### src/design/bpl_pkg.sv
// package for the bitmap to position list block: constants, types and helper functions
`timescale 1ns / 1ps
`default_nettype none

package bpl_pkg;

	localparam int LEN_W                    = 17;
	localparam int DATA_W                   = 8;
	localparam int BIT_IDX_W                = 3;
	localparam int POS_EXT_W                = 24;
	localparam int DEFAULT_MAX_BITMAP_BYTES = 65536;

	// bitmap lengths in bytes that still fit a one or two byte run
	localparam logic [LEN_W-1:0] LEN_ONE_BYTE_MAX = LEN_W'(256 / 8);
	localparam logic [LEN_W-1:0] LEN_TWO_BYTE_MAX = LEN_W'(65536 / 8);

	// index of the byte still to be sent within a run, most significant first
	typedef logic [1:0] run_idx_t;

	localparam run_idx_t RUN_IDX_LOW  = 2'd0;
	localparam run_idx_t RUN_IDX_MID  = 2'd1;
	localparam run_idx_t RUN_IDX_HIGH = 2'd2;

	// run length minus one for a given bitmap length
	function automatic run_idx_t run_top_idx(input logic [LEN_W-1:0] len_bytes);
		run_idx_t r;
		if (len_bytes <= LEN_ONE_BYTE_MAX) begin
			r = RUN_IDX_LOW;
		end else if (len_bytes <= LEN_TWO_BYTE_MAX) begin
			r = RUN_IDX_MID;
		end else begin
			r = RUN_IDX_HIGH;
		end
		return r;
	endfunction

	// position of the lowest set bit, zero for an empty byte
	function automatic logic [BIT_IDX_W-1:0] lowest_set_bit(input logic [DATA_W-1:0] mask);
		logic [BIT_IDX_W-1:0] idx;
		idx = '0;
		for (int i = DATA_W - 1; i >= 0; i--) begin
			if (mask[i]) begin
				idx = BIT_IDX_W'(i);
			end
		end
		return idx;
	endfunction

endpackage

`default_nettype wire

### src/design/bpl_if.sv
// valid/ready channel interfaces for bitmap bytes in and position bytes out
`timescale 1ns / 1ps
`default_nettype none

interface bpl_in_if;
	logic       valid;
	logic       ready;
	logic [7:0] bitmap_byte;
	logic       last_byte;

	modport source (output valid, output bitmap_byte, output last_byte, input ready);
	modport sink (input valid, input bitmap_byte, input last_byte, output ready);
endinterface

interface bpl_out_if;
	logic       valid;
	logic       ready;
	logic [7:0] packed_byte;
	logic       run_last;
	logic       from_final_input;

	modport source (output valid, output packed_byte, output run_last,
		output from_final_input, input ready);
	modport sink (input valid, input packed_byte, input run_last,
		input from_final_input, output ready);
endinterface

`default_nettype wire

### src/design/bitmap_to_position_list_top.sv
// bitmap to position list: one bitmap byte per input transaction, set-bit positions out
//
// in_ch carries one bitmap byte per transaction plus a flag on the final byte.
// out_ch carries the positions of the set bits, byte index * 8 + bit number,
// lowest bit first, each as a big-endian run of 1, 2 or 3 bytes picked by
// cfg_wr_data (bitmap length in bytes, written with cfg_wr_en while idle).
// run_last marks the last output byte of an input byte, from_final_input copies
// the final flag. an empty byte gives no output and leaves the input stage
// empty, so empty bytes stream at one per cycle. a byte with n set bits and run
// length r is held in the input stage for n * r output bytes, one per cycle
// while the receiver does not stall; the next byte is taken in the cycle the last
// output byte moves to the output register. input bytes pass the input stage,
// then the output register. when the receiver stalls the output register holds
// and the input stage fills, then in_ch.ready drops. reset clears the byte index,
// sets the length register to 1 and empties both stages.
`timescale 1ns / 1ps
`default_nettype none

module bitmap_to_position_list_top
	import bpl_pkg::*;
#(
	parameter int MAX_BITMAP_BYTES = DEFAULT_MAX_BITMAP_BYTES
) (
	input  wire logic             clk,
	input  wire logic             arst_n,
	input  wire logic             cfg_wr_en,
	input  wire logic [LEN_W-1:0] cfg_wr_data,
	bpl_in_if.sink                in_ch,
	bpl_out_if.source             out_ch
);

	localparam int POS_W = $clog2(MAX_BITMAP_BYTES);
	localparam logic [POS_W-1:0] POS_LAST = POS_W'(MAX_BITMAP_BYTES - 1);

	logic [LEN_W-1:0]  len_q;
	logic [POS_W-1:0]  byte_pos_q;

	logic              stage_valid_s1;
	logic [DATA_W-1:0] mask_s1;
	logic [POS_W-1:0]  byte_pos_s1;
	logic              final_s1;
	run_idx_t          run_idx_s1;

	logic              out_valid_s2;
	logic [DATA_W-1:0] packed_byte_s2;
	logic              run_last_s2;
	logic              final_s2;

	run_idx_t               run_top;
	logic [BIT_IDX_W-1:0]   bit_idx;
	logic [POS_EXT_W-1:0]   pos_ext;
	logic [DATA_W-1:0]      emit_byte;
	logic                   last_bit;
	logic                   advance;
	logic                   stage_done;
	logic                   in_acc;

	assign run_top    = run_top_idx(len_q);
	assign bit_idx    = lowest_set_bit(mask_s1);
	assign pos_ext    = POS_EXT_W'({byte_pos_s1, bit_idx});
	assign last_bit   = ((mask_s1 & (mask_s1 - DATA_W'(1))) == '0);
	assign advance    = stage_valid_s1 && (!out_valid_s2 || out_ch.ready);
	assign stage_done = advance && last_bit && (run_idx_s1 == RUN_IDX_LOW);
	assign in_acc     = in_ch.valid && in_ch.ready;

	assign in_ch.ready = !stage_valid_s1 || stage_done;

	always_comb begin
		case (run_idx_s1)
			RUN_IDX_LOW:  emit_byte = pos_ext[7:0];
			RUN_IDX_MID:  emit_byte = pos_ext[15:8];
			RUN_IDX_HIGH: emit_byte = pos_ext[23:16];
			default:      emit_byte = '0;
		endcase
	end

	// length register, zero behaves as one through the run length compare
	always_ff @(posedge clk or negedge arst_n) begin
		if (!arst_n) begin
			len_q <= LEN_W'(1);
		end else if (cfg_wr_en) begin
			len_q <= cfg_wr_data;
		end
	end

	// running byte index
	always_ff @(posedge clk or negedge arst_n) begin
		if (!arst_n) begin
			byte_pos_q <= '0;
		end else if (in_acc) begin
			if (in_ch.last_byte || byte_pos_q == POS_LAST) begin
				byte_pos_q <= '0;
			end else begin
				byte_pos_q <= byte_pos_q + POS_W'(1);
			end
		end
	end

	// input stage control
	always_ff @(posedge clk or negedge arst_n) begin
		if (!arst_n) begin
			stage_valid_s1 <= 1'b0;
		end else if (in_acc) begin
			stage_valid_s1 <= (in_ch.bitmap_byte != '0);
		end else if (stage_done) begin
			stage_valid_s1 <= 1'b0;
		end
	end

	// input stage payload, walks bits and run bytes
	always_ff @(posedge clk) begin
		if (in_acc) begin
			mask_s1     <= in_ch.bitmap_byte;
			byte_pos_s1 <= byte_pos_q;
			final_s1    <= in_ch.last_byte;
			run_idx_s1  <= run_top;
		end else if (advance) begin
			if (run_idx_s1 == RUN_IDX_LOW) begin
				mask_s1    <= mask_s1 & (mask_s1 - DATA_W'(1));
				run_idx_s1 <= run_top;
			end else begin
				run_idx_s1 <= run_idx_s1 - run_idx_t'(1);
			end
		end
	end

	// output register control
	always_ff @(posedge clk or negedge arst_n) begin
		if (!arst_n) begin
			out_valid_s2 <= 1'b0;
		end else if (advance) begin
			out_valid_s2 <= 1'b1;
		end else if (out_ch.ready) begin
			out_valid_s2 <= 1'b0;
		end
	end

	always_ff @(posedge clk) begin
		if (advance) begin
			packed_byte_s2 <= emit_byte;
			run_last_s2    <= last_bit && (run_idx_s1 == RUN_IDX_LOW);
			final_s2       <= final_s1;
		end
	end

	assign out_ch.valid            = out_valid_s2;
	assign out_ch.packed_byte      = packed_byte_s2;
	assign out_ch.run_last         = run_last_s2;
	assign out_ch.from_final_input = final_s2;

	// an occupied input stage always has a bit left to send
	a_stage_nonempty: assert property (@(posedge clk) disable iff (!arst_n)
		stage_valid_s1 |-> (mask_s1 != '0))
		else $error("input stage occupied with empty mask");

	// a new byte enters a busy stage only as the old one finishes
	a_no_overwrite: assert property (@(posedge clk) disable iff (!arst_n)
		(in_acc && stage_valid_s1) |-> stage_done)
		else $error("input stage overwritten before done");

	// run byte index never exceeds the top index of the configured run length
	a_run_idx_range: assert property (@(posedge clk) disable iff (!arst_n)
		stage_valid_s1 |-> (run_idx_s1 <= run_top))
		else $error("run byte index out of range");

	// output register is loaded only when free or being drained
	a_out_no_drop: assert property (@(posedge clk) disable iff (!arst_n)
		(out_valid_s2 && !out_ch.ready) |=> (out_valid_s2 && $stable(packed_byte_s2)))
		else $error("stalled output transaction lost");

endmodule

`default_nettype wire

### src/flat_wrapper.sv
// flat-port wrapper written by rule: the top's interface ports become plain ports
module bitmap_to_position_list_top_flat import bpl_pkg::*;
#(
	parameter int MAX_BITMAP_BYTES = DEFAULT_MAX_BITMAP_BYTES
)
  (clk, arst_n, cfg_wr_en, cfg_wr_data, in_ch_valid, in_ch_bitmap_byte, in_ch_last_byte, in_ch_ready, out_ch_valid, out_ch_packed_byte, out_ch_run_last, out_ch_from_final_input, out_ch_ready);
  bpl_in_if in_ch_i ();
  bpl_out_if out_ch_i ();
  input  wire logic clk;
  input  wire logic arst_n;
  input  wire logic cfg_wr_en;
  input  wire logic [LEN_W-1:0] cfg_wr_data;
  input wire logic [$bits(in_ch_i.valid)-1:0] in_ch_valid;
  input wire logic [$bits(in_ch_i.bitmap_byte)-1:0] in_ch_bitmap_byte;
  input wire logic [$bits(in_ch_i.last_byte)-1:0] in_ch_last_byte;
  output wire logic [$bits(in_ch_i.ready)-1:0] in_ch_ready;
  output wire logic [$bits(out_ch_i.valid)-1:0] out_ch_valid;
  output wire logic [$bits(out_ch_i.packed_byte)-1:0] out_ch_packed_byte;
  output wire logic [$bits(out_ch_i.run_last)-1:0] out_ch_run_last;
  output wire logic [$bits(out_ch_i.from_final_input)-1:0] out_ch_from_final_input;
  input wire logic [$bits(out_ch_i.ready)-1:0] out_ch_ready;
  assign in_ch_i.valid = in_ch_valid;
  assign in_ch_i.bitmap_byte = in_ch_bitmap_byte;
  assign in_ch_i.last_byte = in_ch_last_byte;
  assign in_ch_ready = in_ch_i.ready;
  assign out_ch_valid = out_ch_i.valid;
  assign out_ch_packed_byte = out_ch_i.packed_byte;
  assign out_ch_run_last = out_ch_i.run_last;
  assign out_ch_from_final_input = out_ch_i.from_final_input;
  assign out_ch_i.ready = out_ch_ready;
  bitmap_to_position_list_top #(.MAX_BITMAP_BYTES(MAX_BITMAP_BYTES)) u_core (.clk(clk), .arst_n(arst_n), .cfg_wr_en(cfg_wr_en), .cfg_wr_data(cfg_wr_data), .in_ch(in_ch_i), .out_ch(out_ch_i));
endmodule
### config.mk
export PLATFORM = sky130hd
export DESIGN_NAME = bitmap_to_position_list_top_flat
export DESIGN_NICKNAME = d
export VERILOG_FILES = /design/src/design/bpl_pkg.sv /design/src/design/bpl_if.sv /design/src/design/bitmap_to_position_list_top.sv /design/src/flat_wrapper.sv
export SDC_FILE = /design/constraint.sdc
export NUM_CORES = 1
export LEC_CHECK = 0
export ABC_AREA = 1
export BUFFER_PORTS_ARGS = -buffer_cell sky130_fd_sc_hd__buf_2
export CORE_UTILIZATION = 58
export DETAILED_ROUTE_END_ITERATION = 10
export PLACE_DENSITY = 0.8
export SLEW_MARGIN = 15
export SYNTH_ARGS = -nofsm -noshare
export SYNTH_HDL_FRONTEND = slang
export SYNTH_SLANG_ARGS = --single-unit
### constraint.sdc
create_clock -name clk -period 2.8 [get_ports clk]
set_input_delay 0 -clock clk [delete_from_list [all_inputs] [get_ports clk]]
set_output_delay 0 -clock clk [all_outputs]
set_load 0.02 [all_outputs]
==> metrics.cfg, run 1 <==
[yosys]
yosysTopAreaCell = edfxtp_1
synth_warnings = 0
syn_area_per_cell_sq_um = 9.175
yosysSeqAreaShare_pct = 56.43
synth_compound_area_share_pct = 3.587
mappedNetlistNets = 416
synth-edff-count = 37
synth-xor-area-share_pct = 2.734
netlist_area_sq_mm = 0.003523
synth-seq-cells = 72
yosysUniqueCellTypes = 35
synth_ff_type = edfxtp_1
synth-simple-area-share_pct = 27.73
synthMuxAreaShare_pct = 3.516
async_flop_share_pct = 48.61
synth_area_leaders = edfxtp_1 32%, dfrtp_1 24%, nand2_1 11%, nand3_1 6.8%, nor2_1 4.8%
synth_cells = 384
synth_top_family_by_area = simple AND/OR/NAND/NOR gates
synth_top_area_share_pct = 31.53
synthAdderAreaFrac_pct = 0.3551

[grt]
grt-ovfl-total = 0
grt_pass1_vias = 2765
grt_usage_pct = 26.15
grt_pass1_wl_um = 12350
antenna_found_initial = 0
grt_max_degree = 36

[routing]
first_iter_violations = 172
wire_per_inst_um = 14.83
drt_pass1_iterations = 5
ant_nets = 0
num_vias = 2920
via_per_inst = 5.448
drc = 0
wirelength_um = 7949

[power]
p_total_mw = 2.695
powerDensity_mw_per_mm2 = 632.7
leakagePower_nw = 1.915
vdd_drop_max_v = 0.0004224

[sta]
holdWs_ns = 0.1030
layout_min_cycle_time_ns = 2.301
rsz0062_at_grt = no
relSlewSlack_pct = 44.49
drv_slew = 0
setup_violations = 0
finalSetupTns_ns = 0
fin_skew_ns = 0.01323
max_clock_freq_mhz = 434.6
finalHoldViolCount = 0
fin_crit_sh_pct = 82.18
worstMarginPinSlew_ns = 0.8326

[placement]
io_buffers = 42
gp_congestion = 0.9207
dp_hpwl_um = 5022

[worst_setup_path]
critPathLaunchType = flop
critical_path_class = flop to flop
critPathMaxStageDelay_ns = 0.55
cp_num_buf_inv = 1
crit_path_end_kind = flop
path_cells = nor2_4, nand2_1, nor2_1, nand2_1, inv_1, nand4_2, nand2_4, nand2_4, o21ai_1
crit_fanout = 28
cp.required_ns = 2.79
path_delay_family = simple AND/OR/NAND/NOR gates
cpMaxStageDelayCell = edfxtp_1
cp.arrival_ns = 2.29

[run_status]
status = finished, final reports clean

[floorplan]
initial_core_util_pct = 59.86
die-area_sq_mm = 0.006390
die_h_um = 79.94
pin_count = 43
die_x_um = 79.94
row_count = 28
core-area_sq_mm = 0.005886

[cells_and_area]
num_antenna_cells = 0
post-route-util_pct = 72.39
areaGrowthSynthToFinish_pct = 20.92
drive_gt1_share_pct = 17.79
layout.nets = 488
fillers = 409

[worst_hold_path]
holdCritPathClass = input pin to flop

[clock_network]
cts_tree = built
cts_resized = 0
cts_buffers = 9
clk_pin_slew_ns = 0.07
cts_sinks = 72
root_buffer = clkbuf_8
h-tree-depth = 3
clkLatencyLatePin_ns = 0.36
clockBufferDepth = 2

[flow_run]
drv_cap = 0

## worst register-to-register path, cell delays in order (launching register included)
cell and delay [ns]:
edfxtp_1 0.55, nor2_4 0.25, nand2_1 0.08, nor2_1 0.10, nand2_1 0.05, inv_1 0.07
nand4_2 0.11, nand2_4 0.09, nand2_4 0.19, o21ai_1 0.44
## cell families after synthesis
group / count (synthesis)
buf+inv: 46
xor+xnor: 11
simple gates: 224
mux: 11
compound gates: 19
fa+ha+maj: 1
flops: 72
## timing repair
action                     4_1_cts  5_1_grt
hold buffers                    29        0
setup endpoints to repair        0        0
setup buffers                    0        0
hold endpoints to repair        62        0
## synth_stat cells, types with 3 or more instances
cell and count:
nand2_1 106, mux2_2 11, nand4_1 3, xor2_1 10
nor2_2 3, clkbuf_1 5, nor3_1 10, buf_4 3
nor2_1 45, inv_1 33, dfrtp_1 34, nand3_1 48
o21ai_0 9, edfxtp_1 37
## layer usage
| layer | track usage (%) | up-vias | wire length (um) |
|---|---|---|---|
| met1 | 30.08 | 1369 | 3204 |
| met5 | 0 | - | 0 |
| met2 | 45.64 | 110 | 3990 |
| li1 | - | 1414 | - |
| met3 | 5.029 | 27 | 500 |
| met4 | 14.29 | 0 | 253 |
## stage by stage
| stage | setup WS (ns) | std cells | cell area, sq um |
|---|---|---|---|
| 3_3_place_gp | 0.5677 | 491 | 3767 |
| 3_5_place_dp | 0.5016 | 491 | 3767 |
| 2_1_floorplan | 0.7856 | 384 | 3523 |
| 6_report | 0.4989 | 536 | 4260 |
| 4_1_cts | 0.4898 | 536 | 4260 |
| 5_1_grt | 0.2981 | 536 | 4260 |
## power by group
group	total (mW)	switching, mW	internal, mW
sequential	1.35	0.0917	1.26
clock	0.834	0.413	0.421
combinational	0.507	0.319	0.189
total	2.70	0.824	1.87
## area by class of cell
type	count	area [sq um]	area share (%)
flip-flops and latches	72	1988	46.67
multi-input cells	266	1336	31.37
repair buffers	72	508.0	11.92
clock buffers	9	123.9	2.907
inverters	35	131.4	3.084
clock inverters	7	78.83	1.850
well taps	75	93.84	2.203
## flip-flops by register name, indices dropped and copies added (netlist names), 2 cells and up
name,count
u_core.out_ch.packed_byte,8
u_core.byte_pos_s1,16
u_core.mask_s1,8
u_core.byte_pos_q,16
u_core.len_q,17
u_core.run_idx_s1,2
## layout by cell type (no fill, tap or decap), types with 3 or more instances in the layout
cell type / synthesis / final
nand2_1: 106 / 106
nand3_1: 48 / 48
nor2_1: 45 / 45
buf_2: 0 / 42
edfxtp_1: 37 / 37
dfrtp_1: 34 / 34
inv_1: 33 / 33
dlygate4sd3_1: 0 / 29
mux2_2: 11 / 11
nor3_1: 10 / 10
xor2_1: 10 / 10
o21ai_0: 9 / 9
clkbuf_8: 0 / 9
nor2_2: 3 / 3
nand4_1: 3 / 3
## worst paths after layout
path | from | to | slack (ns) | depth (start not counted)
hold / removal | cfg_wr_en | u_core.len_q[0] | 0.10 | 3
min in group asynchronous | arst_n | u_core.len_q[6] | 0.28 | 2
setup reg to reg | u_core.run_idx_s1[0] | u_core.mask_s1[1] | 0.50 | 9
max in group asynchronous | arst_n | u_core.byte_pos_q[6] | 1.98 | 2
setup / recovery | u_core.run_idx_s1[0] | u_core.mask_s1[1] | 0.50 | 9
hold reg to reg | u_core.final_s1 | u_core.out_ch.from_final_input | 0.42 | 0
Note: power is estimated with default switching activity, not from simulation.
==> inputs of run 2 (changes only) <==
--- a/config.mk
+++ b/config.mk
@@ -7,9 +7,9 @@
 export LEC_CHECK = 0
 export ABC_AREA = 1
 export BUFFER_PORTS_ARGS = -buffer_cell sky130_fd_sc_hd__buf_2
-export CORE_UTILIZATION = 58
+export CORE_UTILIZATION = 52
 export DETAILED_ROUTE_END_ITERATION = 10
-export PLACE_DENSITY = 0.8
+export PLACE_DENSITY = 0.75
 export SLEW_MARGIN = 15
 export SYNTH_ARGS = -nofsm -noshare
 export SYNTH_HDL_FRONTEND = slang
==> constraint.sdc (replaced) <==
create_clock -name clk -period 2 [get_ports clk]
set_input_delay 0 -clock clk [delete_from_list [all_inputs] [get_ports clk]]
set_output_delay 0 -clock clk [all_outputs]
set_load 0.02 [all_outputs]
==> run 2 against run 1 <==
Compared with the run above: the flow now finishes with violations (design-rule violations); final cell count is 2.6% higher; clock power up 64%; clock skew fell by 0.0079 ns; via count grew 0.31%; sequential share of layout area down 2.2 points; setup slack got worse by 0.44 ns; first-iteration DRC count up 28%; critical path depth stayed put; critical path type is now flop to output pin; highest routed layer unchanged.
==> metrics.cfg, run 2 (synthesis gave the netlist of run 1 again) <==
[placement]
place_area_sq_mm = 0.003811  ; +1.2%
dp_hpwl_um = 4806  ; -4.3%
io_buffers = 42  ; unchanged
place_ws_ns = 0.006704  ; -0.4949 ns
gp_congestion = 0.9405  ; +2.2%

[power]
vdd_drop_max_v = 0.0004562  ; +8.0%
p_total_mw = 4.085  ; +52%
powerDensity_mw_per_mm2 = 914.5  ; +45%
leakagePower_nw = 2.005  ; +4.7%

[grt]
gr-usage-met3_pct = 4.425  ; -0.60 points
use_met2_pct = 36.51  ; -9.1 points
grt_max_degree = 36  ; unchanged
grt.busiest_layer = met2
grt_pass1_vias = 2691  ; -2.7%
grt_usage_pct = 21.99  ; -4.2 points
grt-ovfl-total = 0  ; unchanged
grt_use_met1_pct = 27.05  ; -3.0 points
grt_pass1_wl_um = 12140  ; -1.7%
antenna_found_initial = 0  ; unchanged

[worst_setup_path]
crit_path_end_kind = output pin
cp.required_ns = 2.00  ; -0.79 ns
critical_path_class = flop to output pin
cp.arrival_ns = 1.94  ; -0.35 ns
crit_fanout = 6  ; -79%
critPathLaunchType = flop

[cells_and_area]
drive_gt1_share_pct = 21.14  ; +3.4 points
largest_reg_flops = 17  ; unchanged
final_common_cell = nand2_1
regArea_sq_mm = 0.001988  ; unchanged
mostFrequentLayoutCells = 104 x nand2_1, 48 x nand3_1, 43 x nor2_1
regMostFlops = u_core.len_q
layout.nets = 500  ; +2.5%
num_antenna_cells = 0  ; unchanged
fillers = 494  ; +21%
fin_area_sq_mm = 0.004467  ; +4.8%
largestRegisters = u_core.len_q (17), u_core.byte_pos_q (16), u_core.byte_pos_s1 (16)
areaGrowthSynthToFinish_pct = 26.78
multi_input_area_sq_mm = 0.001371  ; +2.6%

[sta]
drv_slew = 0  ; unchanged
layout_setup_ws_ns = 0.06219  ; -0.4367 ns
holdWs_ns = 0.02270  ; -0.08033 ns
max_clock_freq_mhz = 516.0
rsz0062_at_grt = no
worstMarginPinSlew_ns = 0.7770  ; -0.05562 ns
finalHoldViolCount = 0  ; unchanged
fin_skew_ns = 0.005362  ; -0.007869 ns
fin_crit_sh_pct = 96.89
relSlewSlack_pct = 48.20  ; +3.7 points
layout_min_cycle_time_ns = 1.938
setup_violations = 0  ; unchanged
finalSetupTns_ns = 0  ; unchanged

[flow_run]
drv_cap = 0  ; unchanged

[routing]
num_vias = 2929  ; +0.31%
wire_per_inst_um = 13.94  ; -6.0%
wirelength_um = 7668  ; -3.5%
via_per_inst = 5.325  ; -2.2%
ant_nets = 0  ; unchanged
drt_pass1_iterations = 8  ; +3
first_iter_violations = 221  ; +28%
drc = 4  ; +4

[clock_network]
clockBufferDepth = 2  ; unchanged
cts_sinks = 72  ; unchanged
cts_tree = built
cts_buffers = 9  ; unchanged
root_buffer = clkbuf_8
clk_pin_slew_ns = 0.08  ; about the same
h-tree-depth = 3  ; unchanged
clkLatencyLatePin_ns = 0.35  ; about the same

[floorplan]
initial_core_util_pct = 54.55  ; -5.3 points
die_h_um = 84.32  ; +5.5%
pin_count = 43  ; unchanged
row_count = 29  ; +3.6%
core-area_sq_mm = 0.006459  ; +9.7%
die_x_um = 84.32  ; +5.5%
die-area_sq_mm = 0.007109  ; +11%

[worst_hold_path]
holdCritPathClass = input pin to flop

[run_status]
violations = design-rule violations
status = finished with violations

==> run 2: changes by cell type in the layout (fill, tap and decap cells not counted), sizes merged <==
cell	before	now
clkinv	3	4
clkinvlp	1	0
inv	37	34
clkbuf	9	11
bufinv	1	3
dlygate4sd3	29	26
buf	43	57
==> run 2: repair_timing <==
action                                  in CTS  in global routing
resized for setup                            2                 13
hold buffers                                26                  0
endpoints found under the setup margin       3                 38
gates cloned                                 0                  1
buffers inserted                             1                  8
pin swaps                                    0                  5
endpoints found under the hold margin       59                  0
==> run 2: path summary, 6_finish.rpt <==
| path | from | depth (start not counted) | slack [ns] | endpoint |
|---|---|---|---|---|
| worst max-delay path | u_core.mask_s1[1] | 9 | 0.06 | in_ch_ready |
| worst min-delay path | in_ch_bitmap_byte[2] | 3 | 0.02 | u_core.mask_s1[2] |
| worst max register to register | u_core.mask_s1[1] | 9 | 0.07 | u_core.mask_s1[6] |
| worst min register to register | u_core.final_s1 | 0 | 0.42 | u_core.out_ch.from_final_input |
| max in group asynchronous | arst_n | 2 | 1.24 | u_core.out_ch.valid |
| min in group asynchronous | arst_n | 2 | 0.26 | u_core.byte_pos_q[12] |
==> run 2: worst max-delay path, cell delays in order, from the launching register on <==
cell and delay [ns]:
edfxtp_1 0.45, nor2_4 0.20, nand2_2 0.08, nor2_2 0.11
nor2_1 0.07, nor2_2 0.16, nand4_2 0.12, nand2_4 0.15
buf_12 0.12, buf_4 0.13
==> run 2: layout make-up <==
cell class	instances	area share (%)
clock buffer	10	2.857
clock inverter	6	2.409
inverter	35	3.053
multi-input combinational	266	30.70
sequential	72	44.51
tap	77	2.157
timing repair buffer	84	14.31
==> run 2: stage by stage <==
step,utilization (%),std cells
final,69.16,550
after global placement,59.01,498
after detailed placement,59.01,498
after global routing,69.16,550
after CTS,66.91,541
after floorplan,-,384
==> run 2: per-layer routing <==
layer | vias to the layer above | share of wire, % | wire length [um]
met1 | 1337 | 42 | 3248
met2 | 127 | 48 | 3710
met5 | - | 0 | 0
li1 | 1436 | - | -
met4 | 0 | 3.1 | 235
met3 | 29 | 6.2 | 473
==> run 2: power breakdown <==
group / total, mW / switching, mW / internal (mW)
combinational: 0.847 / 0.511 / 0.336
sequential: 1.87 / 0.0990 / 1.77
clock: 1.37 / 0.548 / 0.825
